File: src/rtl/core/lrat_pkg.sv
// Shared types, constants and arithmetic helpers for the luminance recolor
// accent tint block. No dependencies.
`default_nettype none

package lrat_pkg;

   localparam int ChanWidth   = 8;
   localparam int ColorWidth  = 3 * ChanWidth;
   localparam int CsrIdxWidth = 2;
   localparam int NumChan     = 3;

   localparam logic [ChanWidth-1:0]  FullScale    = 8'd255;
   localparam logic [ChanWidth-1:0]  SatThreshold = 8'd30;
   localparam logic [ColorWidth-1:0] FgReset      = 24'h000000;
   localparam logic [ColorWidth-1:0] BgReset      = 24'hFFFFFF;
   localparam logic [ColorWidth-1:0] AccentReset  = 24'h000000;

   // sum / 3 == (sum * 43691) >> 17 for any sum below 2**16
   localparam logic [15:0] ThirdMul   = 16'd43691;
   localparam int          ThirdShift = 17;

   typedef enum logic [CsrIdxWidth-1:0] {
      CSR_FG_COLOR      = 2'd0,
      CSR_BG_COLOR      = 2'd1,
      CSR_ACCENT_COLOR  = 2'd2,
      CSR_ACCENT_ENABLE = 2'd3
   } csr_index_type;

   typedef logic [ChanWidth-1:0] chan_type;

   // x / 255 for x <= 255*255
   function automatic chan_type div255(input logic [15:0] x);
      logic [16:0] t;
      t = {1'b0, x} + {9'd0, x[15:8]} + 17'd1;
      return t[15:8];
   endfunction

   // one restoring division step: {quotient bit, new remainder}
   function automatic logic [8:0] div_step(input chan_type rem, input logic nbit,
                                          input chan_type dvs);
      logic [8:0] sh;
      logic [8:0] diff;
      sh   = {rem, nbit};
      diff = sh - {1'b0, dvs};
      if (sh >= {1'b0, dvs}) begin
         return {1'b1, diff[7:0]};
      end else begin
         return {1'b0, sh[7:0]};
      end
   endfunction

   // a * wa + b * wb, never above 255*255 when wa + wb == 255
   function automatic logic [15:0] mix(input chan_type a, input chan_type wa,
                                      input chan_type b, input chan_type wb);
      logic [15:0] pa;
      logic [15:0] pb;
      pa = {8'd0, a} * {8'd0, wa};
      pb = {8'd0, b} * {8'd0, wb};
      return pa + pb;
   endfunction

endpackage

`default_nettype wire

File: src/rtl/core/luminance_recolor_accent_tint.sv
// Pipeline: 8 stages; rsp_valid rises when an accepted req transaction reaches the stage 8 register.
// Throughput: one pixel per cycle; the whole 8-stage pipeline holds while
// rsp_valid is high and rsp_stall is asserted.
// Saturation divide: restoring divider, 2 quotient bits in each of stages 3..6.
// Reset (synchronous, active high) empties the pipeline and loads the
// color registers with their defaults (fg black, bg white, accent off).
`default_nettype none

module luminance_recolor_accent_tint (
   input  wire logic                             clock,
   input  wire logic                             reset,
   input  wire logic                             csr_wr_en,
   input  wire logic [lrat_pkg::CsrIdxWidth-1:0] csr_index,
   input  wire logic [lrat_pkg::ColorWidth-1:0]  csr_wr_data,
   input  wire logic                             req_valid,
   output logic                                  req_stall,
   input  wire logic [lrat_pkg::ChanWidth-1:0]   req_in_red,
   input  wire logic [lrat_pkg::ChanWidth-1:0]   req_in_green,
   input  wire logic [lrat_pkg::ChanWidth-1:0]   req_in_blue,
   output logic                                  rsp_valid,
   input  wire logic                             rsp_stall,
   output logic [lrat_pkg::ChanWidth-1:0]        rsp_out_red,
   output logic [lrat_pkg::ChanWidth-1:0]        rsp_out_green,
   output logic [lrat_pkg::ChanWidth-1:0]        rsp_out_blue
);

   localparam int Stages = 8;

   // configuration
   logic [lrat_pkg::ColorWidth-1:0] fg_color_ff;
   logic [lrat_pkg::ColorWidth-1:0] bg_color_ff;
   logic [lrat_pkg::ColorWidth-1:0] accent_color_ff;
   logic                            accent_enable_ff;

   always_ff @(posedge clock) begin
      if (reset) begin
         fg_color_ff      <= lrat_pkg::FgReset;
         bg_color_ff      <= lrat_pkg::BgReset;
         accent_color_ff  <= lrat_pkg::AccentReset;
         accent_enable_ff <= 1'b0;
      end else if (csr_wr_en) begin
         unique case (lrat_pkg::csr_index_type'(csr_index))
            lrat_pkg::CSR_FG_COLOR:      fg_color_ff      <= csr_wr_data;
            lrat_pkg::CSR_BG_COLOR:      bg_color_ff      <= csr_wr_data;
            lrat_pkg::CSR_ACCENT_COLOR:  accent_color_ff  <= csr_wr_data;
            lrat_pkg::CSR_ACCENT_ENABLE: accent_enable_ff <= csr_wr_data[0];
            default: ;
         endcase
      end
   end

   // pipeline control
   logic [Stages-1:0] valid_ff;
   logic [Stages-1:0] valid_in;
   logic              advance;

   assign advance   = !(valid_ff[Stages-1] && rsp_stall);
   assign req_stall = !advance;
   assign rsp_valid = valid_ff[Stages-1];
   assign valid_in  = {valid_ff[Stages-2:0], req_valid};

   always_ff @(posedge clock) begin
      if (reset) begin
         valid_ff <= '0;
      end else if (advance) begin
         valid_ff <= valid_in;
      end
   end

   // stage registers
   logic [9:0]               s1_sum_ff, s1_sum_in;
   lrat_pkg::chan_type       s1_max_ff, s1_max_in;
   lrat_pkg::chan_type       s1_min_ff, s1_min_in;

   lrat_pkg::chan_type       s2_lum_ff, s2_lum_in;
   logic [15:0]              s2_num_ff, s2_num_in;
   lrat_pkg::chan_type       s2_max_ff;

   logic [15:0]              s3_mix_ff [lrat_pkg::NumChan];
   logic [15:0]              s3_mix_in [lrat_pkg::NumChan];
   logic [15:0]              s3_num_ff;
   lrat_pkg::chan_type       s3_rem_ff, s3_rem_in;
   lrat_pkg::chan_type       s3_quo_ff, s3_quo_in;
   lrat_pkg::chan_type       s3_max_ff;

   lrat_pkg::chan_type       s4_res_ff [lrat_pkg::NumChan];
   lrat_pkg::chan_type       s4_res_in [lrat_pkg::NumChan];
   logic [15:0]              s4_num_ff;
   lrat_pkg::chan_type       s4_rem_ff, s4_rem_in;
   lrat_pkg::chan_type       s4_quo_ff, s4_quo_in;
   lrat_pkg::chan_type       s4_max_ff;

   lrat_pkg::chan_type       s5_res_ff [lrat_pkg::NumChan];
   logic [15:0]              s5_num_ff;
   lrat_pkg::chan_type       s5_rem_ff, s5_rem_in;
   lrat_pkg::chan_type       s5_quo_ff, s5_quo_in;
   lrat_pkg::chan_type       s5_max_ff;

   lrat_pkg::chan_type       s6_res_ff [lrat_pkg::NumChan];
   lrat_pkg::chan_type       s6_sat_ff, s6_sat_in;
   lrat_pkg::chan_type       s6_max_ff;

   logic [15:0]              s7_mix_ff [lrat_pkg::NumChan];
   logic [15:0]              s7_mix_in [lrat_pkg::NumChan];
   lrat_pkg::chan_type       s7_res_ff [lrat_pkg::NumChan];
   logic                     s7_tint_ff, s7_tint_in;

   lrat_pkg::chan_type       s8_out_ff [lrat_pkg::NumChan];
   lrat_pkg::chan_type       s8_out_in [lrat_pkg::NumChan];

   // stage 1: channel sum, max, min
   always_comb begin
      lrat_pkg::chan_type mx;
      lrat_pkg::chan_type mn;
      mx = req_in_red;
      mn = req_in_red;
      if (req_in_green > mx) mx = req_in_green;
      if (req_in_blue  > mx) mx = req_in_blue;
      if (req_in_green < mn) mn = req_in_green;
      if (req_in_blue  < mn) mn = req_in_blue;
      s1_max_in = mx;
      s1_min_in = mn;
      s1_sum_in = {2'd0, req_in_red} + {2'd0, req_in_green} + {2'd0, req_in_blue};
   end

   // stage 2: luminance = sum / 3, divide numerator = chroma * 255
   always_comb begin
      logic [25:0]        prod;
      lrat_pkg::chan_type chroma;
      prod      = {16'd0, s1_sum_ff} * {10'd0, lrat_pkg::ThirdMul};
      s2_lum_in = prod[lrat_pkg::ThirdShift +: lrat_pkg::ChanWidth];
      chroma    = s1_max_ff - s1_min_ff;
      s2_num_in = {chroma, 8'd0} - {8'd0, chroma};
   end

   // stage 3: luminance blend, quotient bits 7..6
   always_comb begin
      logic [8:0] st_a;
      logic [8:0] st_b;
      for (int c = 0; c < lrat_pkg::NumChan; c++) begin
         s3_mix_in[c] = lrat_pkg::mix(fg_color_ff[8*(2-c) +: 8],
                                      lrat_pkg::FullScale - s2_lum_ff,
                                      bg_color_ff[8*(2-c) +: 8], s2_lum_ff);
      end
      st_a      = lrat_pkg::div_step(s2_num_ff[15:8], s2_num_ff[7], s2_max_ff);
      st_b      = lrat_pkg::div_step(st_a[7:0], s2_num_ff[6], s2_max_ff);
      s3_rem_in = st_b[7:0];
      s3_quo_in = {6'd0, st_a[8], st_b[8]};
   end

   // stage 4: / 255, quotient bits 5..4
   always_comb begin
      logic [8:0] st_a;
      logic [8:0] st_b;
      for (int c = 0; c < lrat_pkg::NumChan; c++) begin
         s4_res_in[c] = lrat_pkg::div255(s3_mix_ff[c]);
      end
      st_a      = lrat_pkg::div_step(s3_rem_ff, s3_num_ff[5], s3_max_ff);
      st_b      = lrat_pkg::div_step(st_a[7:0], s3_num_ff[4], s3_max_ff);
      s4_rem_in = st_b[7:0];
      s4_quo_in = {s3_quo_ff[5:0], st_a[8], st_b[8]};
   end

   // stage 5: quotient bits 3..2
   always_comb begin
      logic [8:0] st_a;
      logic [8:0] st_b;
      st_a      = lrat_pkg::div_step(s4_rem_ff, s4_num_ff[3], s4_max_ff);
      st_b      = lrat_pkg::div_step(st_a[7:0], s4_num_ff[2], s4_max_ff);
      s5_rem_in = st_b[7:0];
      s5_quo_in = {s4_quo_ff[5:0], st_a[8], st_b[8]};
   end

   // stage 6: quotient bits 1..0
   always_comb begin
      logic [8:0] st_a;
      logic [8:0] st_b;
      st_a      = lrat_pkg::div_step(s5_rem_ff, s5_num_ff[1], s5_max_ff);
      st_b      = lrat_pkg::div_step(st_a[7:0], s5_num_ff[0], s5_max_ff);
      s6_sat_in = {s5_quo_ff[5:0], st_a[8], st_b[8]};
   end

   // stage 7: accent blend; black pixel (max 0) never tints
   always_comb begin
      s7_tint_in = accent_enable_ff && (s6_max_ff != '0) &&
                   (s6_sat_ff > lrat_pkg::SatThreshold);
      for (int c = 0; c < lrat_pkg::NumChan; c++) begin
         s7_mix_in[c] = lrat_pkg::mix(s6_res_ff[c], lrat_pkg::FullScale - s6_sat_ff,
                                      accent_color_ff[8*(2-c) +: 8], s6_sat_ff);
      end
   end

   // stage 8: output select
   always_comb begin
      for (int c = 0; c < lrat_pkg::NumChan; c++) begin
         s8_out_in[c] = s7_tint_ff ? lrat_pkg::div255(s7_mix_ff[c]) : s7_res_ff[c];
      end
   end

   always_ff @(posedge clock) begin
      if (advance) begin
         s1_sum_ff  <= s1_sum_in;
         s1_max_ff  <= s1_max_in;
         s1_min_ff  <= s1_min_in;

         s2_lum_ff  <= s2_lum_in;
         s2_num_ff  <= s2_num_in;
         s2_max_ff  <= s1_max_ff;

         s3_mix_ff  <= s3_mix_in;
         s3_num_ff  <= s2_num_ff;
         s3_rem_ff  <= s3_rem_in;
         s3_quo_ff  <= s3_quo_in;
         s3_max_ff  <= s2_max_ff;

         s4_res_ff  <= s4_res_in;
         s4_num_ff  <= s3_num_ff;
         s4_rem_ff  <= s4_rem_in;
         s4_quo_ff  <= s4_quo_in;
         s4_max_ff  <= s3_max_ff;

         s5_res_ff  <= s4_res_ff;
         s5_num_ff  <= s4_num_ff;
         s5_rem_ff  <= s5_rem_in;
         s5_quo_ff  <= s5_quo_in;
         s5_max_ff  <= s4_max_ff;

         s6_res_ff  <= s5_res_ff;
         s6_sat_ff  <= s6_sat_in;
         s6_max_ff  <= s5_max_ff;

         s7_mix_ff  <= s7_mix_in;
         s7_res_ff  <= s6_res_ff;
         s7_tint_ff <= s7_tint_in;

         s8_out_ff  <= s8_out_in;
      end
   end

   assign rsp_out_red   = s8_out_ff[0];
   assign rsp_out_green = s8_out_ff[1];
   assign rsp_out_blue  = s8_out_ff[2];

endmodule

`default_nettype wire

File: config.mk
export PLATFORM = sky130hd
export DESIGN_NAME = luminance_recolor_accent_tint
export DESIGN_NICKNAME = d
export VERILOG_FILES = /design/src/rtl/core/lrat_pkg.sv /design/src/rtl/core/luminance_recolor_accent_tint.sv
export SDC_FILE = /design/constraint.sdc
export NUM_CORES = 2
export LEC_CHECK = 0
export BUFFER_PORTS_ARGS = -buffer_cell sky130_fd_sc_hd__buf_2
export CORE_UTILIZATION = 66
export CTS_CLUSTER_SIZE = 24
export DETAILED_ROUTE_END_ITERATION = 8
export PLACE_DENSITY_LB_ADDON = 0.05
export SYNTH_ARGS = -nofsm -noshare
export SYNTH_HDL_FRONTEND = slang
export SYNTH_SLANG_ARGS = --single-unit
File: constraint.sdc
create_clock -name clock -period 21.5 [get_ports clock]
set_input_delay 4.3 -clock clock [delete_from_list [all_inputs] [get_ports clock]]
set_output_delay 4.3 -clock clock [all_outputs]
set_load 0.05 [all_outputs]
After elaboration in Yosys (flattened, before gate mapping):

Cells that the tools add are included.

* order comparisons: 13
* add/subtract/negate cells: 32
* equality and inequality tests: 3
* reductions and logical operators: 9
* muxes and demuxes: 15
* multiply operators: 13

Operators with widths (count)
* 8-bit by 8-bit multiplier with 16-bit output: 12
* 16-bit by 1-bit adder with 16-bit output (second input constant): 6
* 16-bit adder: 6
* 16-bit by 8-bit adder with 16-bit output: 6
* 9-bit by 8-bit >= comparator with 1-bit output: 8
* 9-bit 2-to-1 mux: 8
* 8-bit subtractor: 9
* 8-bit 2-to-1 mux: 7
* 10-bit by 16-bit multiplier with 25-bit output (second input constant): 1
* 8-bit greater-than comparator: 2
* 8-bit less-than comparator: 2
* 16-bit by 8-bit subtractor with 16-bit output: 1
* 8-bit subtractor (first input constant): 2
* 9-bit by 8-bit adder with 10-bit output: 1
* 8-bit by 8-bit adder with 9-bit output: 1
* 8-bit by 5-bit greater-than comparator with 1-bit output (second input constant): 1
* 2-bit AND reduction: 4
* 8-bit nonzero test: 1
* 2-bit == test (second input constant): 2
* 1-bit logical AND: 3
* 2-bit by 1-bit == test with 1-bit output (second input constant): 1
* 2-bit logical NOT: 1

* logic and storage cells: 132
* bits in registers: 444

Longest topological paths before layout:

* word-level depth: 4
* mapped depth: 23

Least setup slack after synthesis:

No wires, ideal clock.

* kind: input to output
* from: in rsp_stall
* to: out req_stall
* arrival: 16456 ps
* required time: 17200 ps
* path slack: 744 ps
* stages on the path: 2
* path buffers: 0
* path through: nand2_1 -> clkinv_1

* cells in the longest elaborated chain, start to end: 1

RTL lines
* start, declared: RTL line luminance_recolor_accent_tint.sv:21 `input wire logic rsp_stall,`
* 1-bit logical AND: RTL line luminance_recolor_accent_tint.sv:57 `assign advance = !(valid_ff[Stages-1] && rsp_stall);`
* end, declared: RTL line luminance_recolor_accent_tint.sv:16 `output logic req_stall,`

Every way passes these cells.

Worst setup path after layout:

Ends and elaborated chain as after synthesis.

==> flow_summary.ini <==
[run_status]
status = finished, violations left
violations = DRC

[place]
dpl.hpwl_microns = 72100
gp_congestion = 0.837
numPortBuffers = 80

[critical_path]
end_kind = primary output
critPathKind = in2out
cp_max_fo = 51
start_kind = input pin
worst_ep_required_time_ps = 17200
arrival_ps = 5730

[floorplan]
die_x_microns = 275
die_h_microns = 275
die_area_sq_um = 75400
num_io_pins = 81
num_rows = 99
core_area_sq_um = 73200
start_util_pct = 67.0

[cells_and_area]
nFillCells = 5654
fin_util_pct = 71.3
reg_top3 = s3_mix_ff x48, s7_mix_ff x48
drive_gt1_share_pct = 5.16
antenna_cells = 0
area_delta_synth_final_pct = 6.37
nets = 6115

[yosys]
dominantRegCellSynth = edfxtp_1
ys_async_sr_fraction_pct = 0
ys_types = 69
yosysMostFrequentCell = inv_1
synth_area_sq_um = 49100
ys_warn_count = 0
yosysTopAreaCellShare_pct = 25.5
synth_edf_count = 363
synthCells = 4813
ys_top_cells_by_area = fa_1 (25%), edfxtp_1 (22%), ha_1 (15%)
synthTopCellsByCount = inv_1 (975), fa_1 (624), ha_1 (580)
yosysSeqAreaShare_pct = 25.5
synth_area_per_cell_sq_um = 10.2
synth-seq-cells = 444
synth_area_leader_cell = fa_1

[clock_network]
hold_buffers = 0
post_cts_buffers = 0
ctsLongestPathBuffers = 3
cts_buffers = 52
cts_resized = 0
clock-root-buffer = clkbuf_16
worstSkewPairLatency_ps = 640
clk_pin_slew_ps = 60
cts_tree = built
cts-htree-levels = 2
clock_sink_count = 444

[detailed_routing]
dr.pass1.iters = 7
viasPerCell = 5.46
postRouteAntennaNets = 0
drt_iter0_markers = 1787
via_count = 32000
routed_wl_microns = 97000
wl_per_cell_microns = 16.5
route.detailed.drc = 5

[global_routing]
grt_pass1_vias = 33200
grt_pass1_wl_microns = 165000
grt.overflow.total = 0
track_usage_pct = 27.2
antenna_found_initial = 0
grt_start_max_net_pins = 157

[sta]
hold_viol = 0
setup-violations-final = 0
tightest_slew_ps = 1120
slew-limit-headroom_pct = 25.1
fin_skew_ps = 32.2
max_freq_ghz = 0.0997
final-max-slew-violation-count = 0
min_period_ps = 10030
period_share_pct = 46.6
rsz0062_at_grt = no
fin_tns_setup_ps = 0

[flow_run]
maxCapViolCount = 0

[hold_path]
hold_path_class = reg2reg
logic make-up (layout without fill, tap and decap cells):
kind of cell	count (synthesis)	count (layout)	synth area share (%)
other	1	6	0.00764
muxes	84	84	1.83
and+or+nand+nor	1321	1321	14.5
xor gates and xnor gates	200	200	3.57
AOI/OAI and AO/OA	461	461	5.95
adders and majority gates	1204	1204	40.3
buffers and inverters	1098	1180	8.41
DFF	444	444	25.5
layer usage:
layer,global-route usage (%),up-vias,share of wire [%]
li1,-,15300,-
met4,5.13,0,1.6
met2,44.0,609,46
met5,0,-,0
met1,39.5,15900,47
met3,3.80,103,5.0
worst max-delay path: stages:
cell	delay, ps
buf_2	120
nand2_4	480
clkinv_1	440
buf_2	340
cell usage in the layout, fill, tap and decap left out, types with 5 or more instances in the layout:
master,synthesis,layout
inv_1,975,975
fa_1,624,624
ha_1,580,580
edfxtp_1,363,363
nand2_1,336,335
and2_1,281,281
nor2b_1,252,252
a21oi_1,179,179
nand2b_1,174,174
xnor2_1,141,141
nor2_1,126,126
dfxtp_1,81,81
buf_2,2,80
o21ai_0,71,71
xor2_1,59,59
o21a_1,53,53
clkbuf_16,0,52
mux2_2,46,46
a21o_1,41,41
mux2i_1,38,38
nor3_1,33,33
nand3_1,30,30
nand3b_1,25,25
buf_4,0,24
nand4_1,21,21
a31oi_1,18,18
a211oi_1,15,15
o211ai_1,14,14
and3_1,14,14
clkinv_1,2,14
o21bai_1,12,12
o31a_1,8,8
clkbuf_1,114,8
or2_2,7,7
conb_1,1,6
clkinv_2,0,6
bufinv_16,0,6
clkinvlp_4,0,6
o31ai_1,5,5
o2111ai_1,5,5
metrics by stage:
stage	hold slack, ps	std cells	setup slack [ps]	area (sq um)
4_1_cts	414	5859	11440	52200
3_5_place_dp	405	5761	11460	50400
5_1_grt	416	5859	11360	52200
6_report	410	5859	11470	52200
3_3_place_gp	400	5761	11520	50400
2_1_floorplan	400	4818	744	49100
layout make-up:
cell class / instances / area (sq um) / area share [%]
clock buffers: 61 / 1350 / 2.58
inverters: 977 / 3670 / 7.03
clock inverters: 37 / 405 / 0.777
multi-input cells: 3276 / 32400 / 62.2
flip-flops and latches: 444 / 12500 / 24.0
repair buffers: 105 / 601 / 1.15
well taps: 959 / 1200 / 2.30
final timing paths:
kind	start	end	slack, ps	cells after the start
worst max register to register	s2_lum_ff[4]$_DFFE_PN_	s3_mix_ff[30]$_DFFE_PN_	15380	20
worst min register to register	s3_quo_ff[0]$_DFFE_PN_	s4_quo_ff[2]$_DFFE_PN_	410	0
worst min-delay path	s3_quo_ff[0]$_DFFE_PN_	s4_quo_ff[2]$_DFFE_PN_	410	0
worst max-delay path	rsp_stall	req_stall	11470	4
Power is left out: the tool's default activity adds up to more than one toggle a clock period on the data nets, which glitch-free logic cannot reach.
